==> config.mk <==
export PLATFORM = sky130hd
export DESIGN_NAME = dns_question_record_parser
export DESIGN_NICKNAME = d
export VERILOG_FILES = /design/src/design/dqrp_pkg.sv /design/src/design/dqrp_in_stage.sv /design/src/design/dqrp_step.sv /design/src/design/dqrp_out_stage.sv /design/src/design/dns_question_record_parser.sv
export SDC_FILE = /design/constraint.sdc
export NUM_CORES = 1
export LEC_CHECK = 0
export BUFFER_PORTS_ARGS = -buffer_cell sky130_fd_sc_hd__buf_2
export CORE_MARGIN = 2
export CORE_UTILIZATION = 59
export DETAILED_ROUTE_END_ITERATION = 8
export PLACE_DENSITY = 0.8
export SLEW_MARGIN = 20
export SYNTH_ARGS = -nofsm -noshare
export SYNTH_HDL_FRONTEND = slang
export SYNTH_SLANG_ARGS = --single-unit
==> constraint.sdc <==
create_clock -name clk -period 7.28 [get_ports clk]
set_clock_uncertainty 0.1 [all_clocks]
set_input_delay 1.456 -clock clk [delete_from_list [all_inputs] [get_ports clk]]
set_output_delay 1.456 -clock clk [all_outputs]
set_load 0.05 [all_outputs]
==> src/design/dqrp_pkg.sv <==
// Shared types and constants for the DNS question and record parser.
`default_nettype none
package dqrp_pkg;

  localparam int unsigned HEADER_BYTES = 12;
  localparam logic [7:0]  DOT_CHAR     = 8'd46;
  localparam logic [3:0]  QFIELD_BYTES = 4'd4;
  localparam logic [3:0]  TTL_END      = 4'd8;
  localparam logic [3:0]  LEN_END      = 4'd10;
  localparam logic [3:0]  RFIELD_BYTES = 4'd14;

  typedef enum logic [2:0] {
    PH_HEADER  = 3'd0,
    PH_NAME    = 3'd1,
    PH_QFIELDS = 3'd2,
    PH_RFIELDS = 3'd3,
    PH_IDLE    = 3'd4
  } phase_t;

  typedef enum logic [1:0] {
    KIND_CHAR     = 2'd0,
    KIND_QUESTION = 2'd1,
    KIND_RECORD   = 2'd2
  } kind_t;

  typedef struct packed {
    logic [7:0]  data_byte;
    logic        message_start;
    logic [15:0] question_count;
    logic [15:0] record_count;
  } item_t;

  typedef struct packed {
    kind_t       kind;
    logic [7:0]  name_char;
    logic [15:0] rr_type;
    logic [15:0] rr_class;
    logic [31:0] time_to_live;
    logic [15:0] data_length;
    logic [31:0] record_data;
    logic        message_done;
  } result_t;

endpackage
`default_nettype wire

==> src/design/dqrp_in_stage.sv <==
// Input register holding one accepted byte item until the parser takes it.
`default_nettype none
module dqrp_in_stage
  import dqrp_pkg::*;
(
  input  wire logic  clk,
  input  wire logic  rst,
  input  wire logic  in_valid,
  output logic       in_ready,
  input  wire item_t item_in,
  input  wire logic  advance,
  output logic       stage_valid,
  output item_t      stage_item
);

  assign in_ready = !stage_valid || advance;

  always_ff @(posedge clk) begin
    if (rst) begin
      stage_valid <= 1'b0;
    end else if (in_ready) begin
      stage_valid <= in_valid;
    end
  end

  always_ff @(posedge clk) begin
    if (in_valid && in_ready) begin
      stage_item <= item_in;
    end
  end

endmodule
`default_nettype wire

==> src/design/dqrp_step.sv <==
// Parse state registers and the per-byte next-state and result logic.
`default_nettype none
module dqrp_step
  import dqrp_pkg::*;
(
  input  wire logic  clk,
  input  wire logic  rst,
  input  wire item_t item,
  input  wire logic  advance,
  output logic       has_result,
  output result_t    result
);

  phase_t      parse_phase, parse_phase_next;
  logic [3:0]  header_bytes_seen, header_bytes_seen_next;
  logic [7:0]  label_bytes_left, label_bytes_left_next;
  logic        first_label_flag, first_label_flag_next;
  logic [3:0]  field_byte_index, field_byte_index_next;
  logic [15:0] questions_left, questions_left_next;
  logic [15:0] records_left, records_left_next;
  logic [31:0] type_class_shift, type_class_shift_next;
  logic [31:0] ttl_shift, ttl_shift_next;
  logic [15:0] length_shift, length_shift_next;
  logic [31:0] data_shift, data_shift_next;

  logic [7:0]  b;
  logic [3:0]  idx_inc;
  logic        start_now;
  logic        done;

  assign b = item.data_byte;

  always_comb begin
    parse_phase_next       = parse_phase;
    header_bytes_seen_next = header_bytes_seen;
    label_bytes_left_next  = label_bytes_left;
    first_label_flag_next  = first_label_flag;
    field_byte_index_next  = field_byte_index;
    questions_left_next    = questions_left;
    records_left_next      = records_left;
    type_class_shift_next  = type_class_shift;
    ttl_shift_next         = ttl_shift;
    length_shift_next      = length_shift;
    data_shift_next        = data_shift;
    has_result             = 1'b0;
    result                 = '0;
    start_now              = 1'b0;
    done                   = 1'b0;
    idx_inc                = field_byte_index + 4'd1;

    if (item.message_start) begin
      questions_left_next    = item.question_count;
      records_left_next      = item.record_count;
      header_bytes_seen_next = '0;
      if (HEADER_BYTES == 0) begin
        label_bytes_left_next = '0;
        first_label_flag_next = 1'b1;
        field_byte_index_next = '0;
        type_class_shift_next = '0;
        ttl_shift_next        = '0;
        length_shift_next     = '0;
        data_shift_next       = '0;
        parse_phase_next = ((item.question_count != '0) || (item.record_count != '0)) ?
                           PH_NAME : PH_IDLE;
      end else begin
        parse_phase_next = PH_HEADER;
      end
    end

    idx_inc = field_byte_index_next + 4'd1;

    unique case (parse_phase_next)
      PH_HEADER: begin
        header_bytes_seen_next = header_bytes_seen_next + 4'd1;
        if (header_bytes_seen_next >= HEADER_BYTES[3:0]) begin
          start_now = 1'b1;
        end
      end
      PH_NAME: begin
        if (label_bytes_left_next != '0) begin
          label_bytes_left_next = label_bytes_left_next - 8'd1;
          has_result            = 1'b1;
          result.kind           = KIND_CHAR;
          result.name_char      = b;
        end else if (b == '0) begin
          field_byte_index_next = '0;
          parse_phase_next = (questions_left_next != '0) ? PH_QFIELDS : PH_RFIELDS;
        end else begin
          label_bytes_left_next = b;
          if (first_label_flag_next) begin
            first_label_flag_next = 1'b0;
          end else begin
            has_result       = 1'b1;
            result.kind      = KIND_CHAR;
            result.name_char = DOT_CHAR;
          end
        end
      end
      PH_QFIELDS: begin
        type_class_shift_next = {type_class_shift_next[23:0], b};
        field_byte_index_next = idx_inc;
        if (idx_inc >= QFIELD_BYTES) begin
          questions_left_next = questions_left_next - 16'd1;
          done = (questions_left_next == '0) && (records_left_next == '0);
          has_result          = 1'b1;
          result.kind         = KIND_QUESTION;
          result.rr_type      = type_class_shift_next[31:16];
          result.rr_class     = type_class_shift_next[15:0];
          result.message_done = done;
          start_now           = 1'b1;
        end
      end
      PH_RFIELDS: begin
        priority if (field_byte_index_next < QFIELD_BYTES) begin
          type_class_shift_next = {type_class_shift_next[23:0], b};
        end else if (field_byte_index_next < TTL_END) begin
          ttl_shift_next = {ttl_shift_next[23:0], b};
        end else if (field_byte_index_next < LEN_END) begin
          length_shift_next = {length_shift_next[7:0], b};
        end else begin
          data_shift_next = {data_shift_next[23:0], b};
        end
        field_byte_index_next = idx_inc;
        if (idx_inc >= RFIELD_BYTES) begin
          records_left_next = records_left_next - 16'd1;
          done = (questions_left_next == '0) && (records_left_next == '0);
          has_result          = 1'b1;
          result.kind         = KIND_RECORD;
          result.rr_type      = type_class_shift_next[31:16];
          result.rr_class     = type_class_shift_next[15:0];
          result.time_to_live = ttl_shift_next;
          result.data_length  = length_shift_next;
          result.record_data  = data_shift_next;
          result.message_done = done;
          start_now           = 1'b1;
        end
      end
      PH_IDLE: begin
        parse_phase_next = PH_IDLE;
      end
      default: begin
        parse_phase_next = PH_IDLE;
      end
    endcase

    if (start_now) begin
      label_bytes_left_next = '0;
      first_label_flag_next = 1'b1;
      field_byte_index_next = '0;
      type_class_shift_next = '0;
      ttl_shift_next        = '0;
      length_shift_next     = '0;
      data_shift_next       = '0;
      parse_phase_next = ((questions_left_next != '0) || (records_left_next != '0)) ?
                         PH_NAME : PH_IDLE;
    end
  end

  always_ff @(posedge clk) begin
    if (rst) begin
      parse_phase       <= PH_HEADER;
      header_bytes_seen <= '0;
      label_bytes_left  <= '0;
      first_label_flag  <= 1'b1;
      field_byte_index  <= '0;
      questions_left    <= '0;
      records_left      <= '0;
      type_class_shift  <= '0;
      ttl_shift         <= '0;
      length_shift      <= '0;
      data_shift        <= '0;
    end else if (advance) begin
      parse_phase       <= parse_phase_next;
      header_bytes_seen <= header_bytes_seen_next;
      label_bytes_left  <= label_bytes_left_next;
      first_label_flag  <= first_label_flag_next;
      field_byte_index  <= field_byte_index_next;
      questions_left    <= questions_left_next;
      records_left      <= records_left_next;
      type_class_shift  <= type_class_shift_next;
      ttl_shift         <= ttl_shift_next;
      length_shift      <= length_shift_next;
      data_shift        <= data_shift_next;
    end
  end

endmodule
`default_nettype wire

==> src/design/dqrp_out_stage.sv <==
// Result register presenting one finished item to the receiver.
`default_nettype none
module dqrp_out_stage
  import dqrp_pkg::*;
(
  input  wire logic    clk,
  input  wire logic    rst,
  input  wire logic    load,
  input  wire result_t result_in,
  output logic         out_free,
  output logic         out_valid,
  input  wire logic    out_ready,
  output result_t      result_q
);

  assign out_free = !out_valid || out_ready;

  always_ff @(posedge clk) begin
    if (rst) begin
      out_valid <= 1'b0;
    end else if (out_free) begin
      out_valid <= load;
    end
  end

  always_ff @(posedge clk) begin
    if (load) begin
      result_q <= result_in;
    end
  end

endmodule
`default_nettype wire

==> src/design/dns_question_record_parser.sv <==
// Top level of the DNS question and resource record parser.
//
// Input channel: one message byte per item (data_byte, message_start and the
// question and record counts, sampled with message_start), in_valid/in_ready.
// Output channel: one result per item at most (name character, question
// complete or record complete), out_valid/out_ready, each field on its port.
// Path: an accepted byte is held in the input register, and its result, if
// any, is loaded into the result register and shown at out_valid.
// Throughput: one byte per cycle while the receiver keeps out_ready high; the
// combinational parse step between the two registers sets this figure.
// Bytes with no result (header, first label length byte, name-end zero, field
// bytes before the last, idle bytes) pass through without touching the output.
// Reset: parser returns to header skip with zero counts, both registers empty.
// Receiver stall: the result register holds; a byte with no result still
// advances, and the next byte that yields a result waits in the input
// register, which then drops in_ready until the result register frees.
`default_nettype none
module dns_question_record_parser
  import dqrp_pkg::*;
(
  input  wire logic        clk,
  input  wire logic        rst,
  input  wire logic        in_valid,
  output logic             in_ready,
  input  wire logic [7:0]  data_byte,
  input  wire logic        message_start,
  input  wire logic [15:0] question_count,
  input  wire logic [15:0] record_count,
  output logic             out_valid,
  input  wire logic        out_ready,
  output logic [1:0]       result_kind,
  output logic [7:0]       name_char,
  output logic [15:0]      rr_type,
  output logic [15:0]      rr_class,
  output logic [31:0]      time_to_live,
  output logic [15:0]      data_length,
  output logic [31:0]      record_data,
  output logic             message_done
);

  item_t   item_in;
  item_t   stage_item;
  logic    stage_valid;
  logic    advance;
  logic    has_result;
  logic    out_free;
  result_t step_result;
  result_t result_q;

  assign item_in.data_byte      = data_byte;
  assign item_in.message_start  = message_start;
  assign item_in.question_count = question_count;
  assign item_in.record_count   = record_count;

  assign advance = stage_valid && (out_free || !has_result);

  dqrp_in_stage u_in (
    .clk         (clk),
    .rst         (rst),
    .in_valid    (in_valid),
    .in_ready    (in_ready),
    .item_in     (item_in),
    .advance     (advance),
    .stage_valid (stage_valid),
    .stage_item  (stage_item)
  );

  dqrp_step u_step (
    .clk        (clk),
    .rst        (rst),
    .item       (stage_item),
    .advance    (advance),
    .has_result (has_result),
    .result     (step_result)
  );

  dqrp_out_stage u_out (
    .clk       (clk),
    .rst       (rst),
    .load      (advance && has_result),
    .result_in (step_result),
    .out_free  (out_free),
    .out_valid (out_valid),
    .out_ready (out_ready),
    .result_q  (result_q)
  );

  assign result_kind  = result_q.kind;
  assign name_char    = result_q.name_char;
  assign rr_type      = result_q.rr_type;
  assign rr_class     = result_q.rr_class;
  assign time_to_live = result_q.time_to_live;
  assign data_length  = result_q.data_length;
  assign record_data  = result_q.record_data;
  assign message_done = result_q.message_done;

endmodule
`default_nettype wire

Yosys cells after proc, flatten, opt, wreduce, memory -nomap -nowiden
Cells that the tools add are included.
{ "word_totals": {"input_bits": 45, "wordCells": 141, "out_inout_bits": 125, "ff_bits": 330} }
{ "op_classes": {"n_reduce_logical": 34, "addsub": 5, "muxes": 63, "n_eq_ne": 8, "n_lt_le_gt_ge": 6} }
{ "ops": {"columns": ["cell", "count"], "rows": [
  ["$mux W32", 12],
  ["$mux W16", 11],
  ["$pmux W32 S2", 2],
  ["$mux W113", 1],
  ["$logic_not A16 Y1", 4],
  ["$reduce_bool A16 Y1", 3],
  ["$mux W8", 4],
  ["$sub A16 B1 Y16 const B", 2],
  ["$mux W10", 2],
  ["$mux W4", 5],
  ["$mux W3", 5],
  ["$mux W1", 13],
  ["$add A4 B1 Y4 const B", 2],
  ["$ge A4 B4 Y1 const B", 2],
  ["$logic_not A8 Y1", 1],
  ["$lt A4 B4 Y1 const B", 2],
  ["$pmux W4 S2", 1],
  ["$reduce_and A4 Y1", 2],
  ["$reduce_bool A8 Y1", 1],
  ["$sub A8 B1 Y8 const B", 1],
  ["$eq A3 B2 Y1 const B", 2],
  ["$mux W6", 1],
  ["$ne A3 B1 Y1 const B", 2],
  ["$pmux W1 S3", 2],
  ["19 further kinds", 33]
]} }

Longest topological paths before layout
{ "logic_depth": {"depth_word": 9, "depth_mapped": 18, "mapped_depth_nobuf": 11} }

Cells and area by module
Synthesis repeated with hierarchy kept, for this count alone.
{ "unflattened": {"cells_unflattened": 1622, "hier_area_um2": 15202.1} }
{ "modules_own_cells": {"columns": ["module", "area_each_um2", "instances", "cells_each", "seq_area_each_um2"], "rows": [
  ["dqrp_step", 10157.2, 1, 1446, 3283.1],
  ["dqrp_out_stage", 3739.8, 1, 127, 3713.6],
  ["dqrp_in_stage", 1286.2, 1, 46, 1251.2],
  ["dns_question_record_parser", 18.8, 1, 3, 0.0]
]} }

Least setup slack after synthesis
Ideal clock, no wire load.
{ "synth_timing": {"path_kind": "register to register", "start": "register u_step.label_bytes_left[2]", "end": "register, netlist name u_out.result_q[0]", "path_stages_with_launch": 10, "path_slack_ns": 1.431, "arrival_ns": 5.252, "period_less_slack_ns": 5.849, "setup_time_ns": 0.497, "path_buffers": 4, "required_ns": 6.683, "cell_sequence": "dfxtp_1 -> or4_1 -> buf_2 -> or3_1 -> buf_2 -> o2bb2ai_2 -> o41ai_2 -> buf_2 -> buf_2 -> and2_1"} }
{ "synth_between": {"elab_chain_len": 7} }
{ "synth_rtl": {"columns": ["element", "line_no", "source"], "rows": [
  ["start: declaration", "dqrp_step.sv:16", "logic [7:0] label_bytes_left, label_bytes_left_next;"],
  ["start signal: assignment", "dqrp_step.sv:175", "label_bytes_left <= label_bytes_left_next;"],
  ["$reduce_bool A8 Y1 *", "dqrp_step.sv:80", "if (label_bytes_left_next != '0) begin"],
  ["$mux W1 *", "dqrp_step.sv:80", null],
  ["$pmux W1 S3 *", "dqrp_step.sv:72", "unique case (parse_phase_next)"],
  ["$logic_not A1 Y1", "dns_question_record_parser.sv:55", "assign advance = stage_valid && (out_free || !has_result);"],
  ["$logic_or A1 B1 Y1", "dns_question_record_parser.sv:55", null],
  ["$logic_and A1 B1 Y1", "dns_question_record_parser.sv:55", null],
  ["$logic_and A1 B1 Y1 *", "dns_question_record_parser.sv:80", ".load (advance && has_result),"],
  ["net u_out.load", "dqrp_out_stage.sv:8", "input wire logic load,"]
]} }
Mark *: on every way through the listed nets, which the timed path passes. The rest lies on a longest branch.
A chain may end at the register's enable or synchronous reset.

Worst setup path after layout
{ "layout_timing": {"start": "register u_step.parse_phase[1]", "end": "output port in_ready"} }
{ "layout_between": {"elab_chain_len": 7, "word_cells_on_any_way": 9, "classes_between": "eq/ne: 3; mux: 2; reduce/logical: 4"} }
{ "layout_rtl": {"columns": ["element", "line_no", "source"], "rows": [
  ["start: declaration", "dqrp_step.sv:14", "phase_t parse_phase, parse_phase_next;"],
  ["start signal: assignment", "dqrp_step.sv:173", "parse_phase <= parse_phase_next;"],
  ["$mux W3 *", "dqrp_step.sv:51", "if (item.message_start) begin"],
  ["$eq A3 B2 Y1 or $eq A3 B1 Y1 (tied branches)", "dqrp_step.sv:72", null],
  ["$pmux W1 S3 *", "dqrp_step.sv:72", null],
  ["$logic_not A1 Y1 *", "dns_question_record_parser.sv:55", null],
  ["$logic_or A1 B1 Y1 *", "dns_question_record_parser.sv:55", null],
  ["$logic_and A1 B1 Y1 *", "dns_question_record_parser.sv:55", null],
  ["$logic_or A1 B1 Y1 *", "dqrp_in_stage.sv:16", "assign in_ready = !stage_valid || advance;"],
  ["end: declaration", "dns_question_record_parser.sv:24", "output logic in_ready,"]
]} }
Every way passes the cells marked *; elsewhere a longest branch is shown, timed or not.

==> results.yml <==
layout:
  finalNetCount: 1630
  drive_above_1_share_pct: 20.5
  syn2layout_area_growth_pct: 14.2
  antenna_cells: 0
logic_synthesis:
  portion_of_the_post_synthesis_area_used_by_sequential_elements_pct: 54.5
  synth.yosys.warnings: 0
  synth_cells: 1470
  synth.cell_area_mm2: 0.0151
  yosys.cell_types.count: 80
  synth_area_in_compound_gates_pct: 21.5
  synth_top_family_by_area: "compound AO/OA/AOI/OAI gates"
  synth_area_per_cell_um2: 10.3
  synth_enable_flop_cells: 164
  synthAdderAreaFrac_pct: 0.745
  synthArstFlopShare_pct: 0
  synth_seq_cells: 330
  yosys_most_used_dff: "sky130_fd_sc_hd__dfxtp_1"
  mappedNetlistNets: 1524
  simple_logic_cell_fraction_of_the_synthesized_area_pct: 14.6
  post_synth_mux_area_share_pct: 2.93
  yosys.area_share.xor_xnor_pct: 1.97
pwr:
  power_dissipated_by_switching_net_loads_uw: 930
  sequentialPowerShare_pct: 49.0
  power_frac_clock_pct: 44.4
  finalPower_uw: 4100
  power_density_mw_per_mm2: 238
  cell_int_power_uw: 3170
  combinationalPowerShare_pct: 6.6
  irDropWorstVdd_mv: 0.198
  power.switching_fraction_pct: 22.7
  leakagePower_uw: 0.00645
clocking:
  clk_latency_ps: 510
  cts_buffers: 34
  cts_buffer_depth: 3
  post_cts_resized: 0
  count_of_clock_tree_sinks: 330
  cts_h_tree_lvls: 2
  cts_hold_repair.buffers: 0
  cts.clk_slew.worst_paths_ps: 60
  cts_setup_buffers: 0
  cts_tree: "built"
  clockRootBuffer: "sky130_fd_sc_hd__clkbuf_16"
die:
  dieArea_mm2: 0.0269
  placement_rows: 58
  initial_util_pct: 60.0
  dieHeight_um: 164
  io_pins: 170
  die_w_um: 164
  core_mm2: 0.0252
sta:
  grt_setup_unrepaired: "no"
  finalCritPeriodShare_pct: 75.1
  transition_time_at_the_pin_with_the_least_slew_margin_ps: 1090
  finalWorstSetupSlack_ps: 1820
  hold_viol_final: 0
  finalWorstPathRequiredPeriod_ps: 5460
  hold_slack_ps: 350
  fmax_mhz: 183
  timing_max_transition_violations_final: 0
  setup_viol: 0
  slew_headroom_pct: 27.4
  fin_setup_tns_ps: 0
detailed_routing:
  route.detailed.drc: 0
  drtIter0Drc: 1497
  route.final.wire_length_um: 36900
  wire_per_inst_um: 19.1
  viasPerCell: 6.36
  dr_total_vias: 12272
  drt-pass1-iter-count: 5
  ant_nets: 0
place:
  placement.setup.worst_slack_ps: 2270
  globalplace.congestion: 0.922
  port_buffers: 169
  detailed_place_hpwl_um: 22800
global_routing:
  grt_start_max_net_pins: 99
  grt_pass1_vias: 11111
  grt_pass1_wl_um: 58100
  antenna_found_initial: 0
  groute.usage.overall_pct: 26.7
  overflow: 0
critical_path:
  critical_path_peak_fanout: 54
  timing.critical_path.from: "u_step.parse_phase[1]"
  worst-endpoint-required_ps: 5720
  crit_chain: "or3b_1, a311oi_1, o21ai_1, inv_2, or3_1, nand2_1, or2_2, buf_2"
  critPathKind: "reg -> out"
  crit-reg2reg-launch: "u_step.field_byte_index[1]"
  critical_path.endpoint_type: "output pin"
  crit_slowest_cell: "sky130_fd_sc_hd__inv_2"
  crit_arrival_ps: 3910
  max_stage_delay_ps: 800
  timing.critical_path.from_type: "flop"
worst_hold_path:
  holdCritStartpoint: "u_step.records_left[13]"
  classification_of_the_worst_slack_hold_path: "reg -> reg"
flow_run:
  timing.max_cap.violations: 0
outcome:
  status: "complete, no violations"
[metal layers]
layer | track usage [%] | wire length (um)
met2 | 41.4 | 17400
met3 | 4.07 | 2840
met5 | 0 | 0
met1 | 38.7 | 15700
met4 | 8.69 | 899
[sequential cells by signal, indices dropped and copies added (netlist names)]
register                  flops
u_step.first_label_flag       1
u_step.data_shift            32
u_step.parse_phase            3
u_out.out_valid               1
u_step.length_shift          16
u_step.type_class_shift      32
u_step.label_bytes_left       8
u_step.header_bytes_seen      4
u_step.field_byte_index       4
u_in.stage_item              41
u_out.result_q              123
u_in.stage_valid              1
u_step.questions_left        16
u_step.ttl_shift             32
u_step.records_left          16
[stage by stage]
step,utilization [%],instances,cell area [um2]
6_report,68.6,1931,17300
5_1_grt,68.6,1931,17300
4_1_cts,68.5,1931,17300
3_5_place_dp,63.8,1870,16100
3_3_place_gp,63.8,1870,16100
2_1_floorplan,-,1470,15100
[logic make-up (layout without fill, tap and decap cells)]
| family | count (synthesis) | in the layout |
|---|---|---|
| AND/OR/NAND/NOR | 471 | 471 |
| XOR/XNOR | 34 | 34 |
| multiplexers | 43 | 43 |
| flip-flops | 330 | 330 |
| AO/OA/AOI/OAI | 451 | 451 |
| adder cells (fa/ha/maj) | 9 | 9 |
| buffers and inverters | 132 | 263 |
[worst max-delay path: cells and delay by family (launching register included)]
family                 cells  cell delay [ps]
AND/OR/NAND/NOR            4             1180
buffers and inverters      2             1020
AO/OA/AOI/OAI              2              780
flip-flops                 1              410
[cells in the mapped netlist (9+ instances only)]
cell type,count,area (um2)
sky130_fd_sc_hd__inv_1,11,41.3
sky130_fd_sc_hd__nand3_1,30,150
sky130_fd_sc_hd__dfxtp_1,166,3320
sky130_fd_sc_hd__mux2i_1,33,330
sky130_fd_sc_hd__nand2_1,259,972
sky130_fd_sc_hd__o21ai_0,23,115
sky130_fd_sc_hd__a22o_1,34,298
sky130_fd_sc_hd__o21ai_1,68,340
sky130_fd_sc_hd__mux2_2,9,101
sky130_fd_sc_hd__nor4_1,12,75.1
sky130_fd_sc_hd__edfxtp_1,164,4920
sky130_fd_sc_hd__nor3b_1,9,67.6
sky130_fd_sc_hd__nor2_1,56,210
sky130_fd_sc_hd__ha_1,9,113
sky130_fd_sc_hd__o221a_1,33,372
sky130_fd_sc_hd__buf_2,24,120
sky130_fd_sc_hd__and3_1,11,68.8
sky130_fd_sc_hd__clkbuf_1,82,308
sky130_fd_sc_hd__xnor2_1,19,166
sky130_fd_sc_hd__nor3_1,21,105
sky130_fd_sc_hd__xor2_1,15,131
sky130_fd_sc_hd__o211ai_1,10,75.1
sky130_fd_sc_hd__o221a_2,48,541
sky130_fd_sc_hd__o2bb2ai_1,32,280
sky130_fd_sc_hd__a21oi_1,139,696
[area by class of cell]
cell class / instances / area, um2
inverters: 12 / 45.0
clock inverters: 16 / 190
multi-input cells: 1008 / 6380
fillers: 1887 / 7920
repair buffers: 190 / 1000
flip-flops and latches: 330 / 8250
clock buffers: 45 / 986
well taps: 330 / 413
[cell usage in the layout (no fill, tap or decap), drive strengths merged, types with 30 or more instances in the layout]
cell	n
nor2	56
clkbuf	45
a22o	34
mux2i	33
o21ai	91
nand3	30
edfxtp	164
nand2	260
o221a	81
dfxtp	166
o2bb2ai	33
buf	190
a21oi	142
[worst paths after layout]
path	slack [ps]	cells past startpoint	end
max reg2reg	2240	7	u_out.result_q[38]
max	1820	8	in_ready
min	350	2	u_step.records_left[13]
min reg2reg	350	2	u_step.records_left[13]
[power by group through the flow]
stage | Clock [uW] | Combinational [uW] | Sequential [uW]
after floorplan | 0 | 213 | 2020
after global placement | 0 | 259 | 2050
after detailed placement | 0 | 264 | 2050
after CTS | 1840 | 266 | 2010
after global routing | 1910 | 296 | 2010
final | 1820 | 271 | 2010
Note: power is estimated with default switching activity, not from simulation.
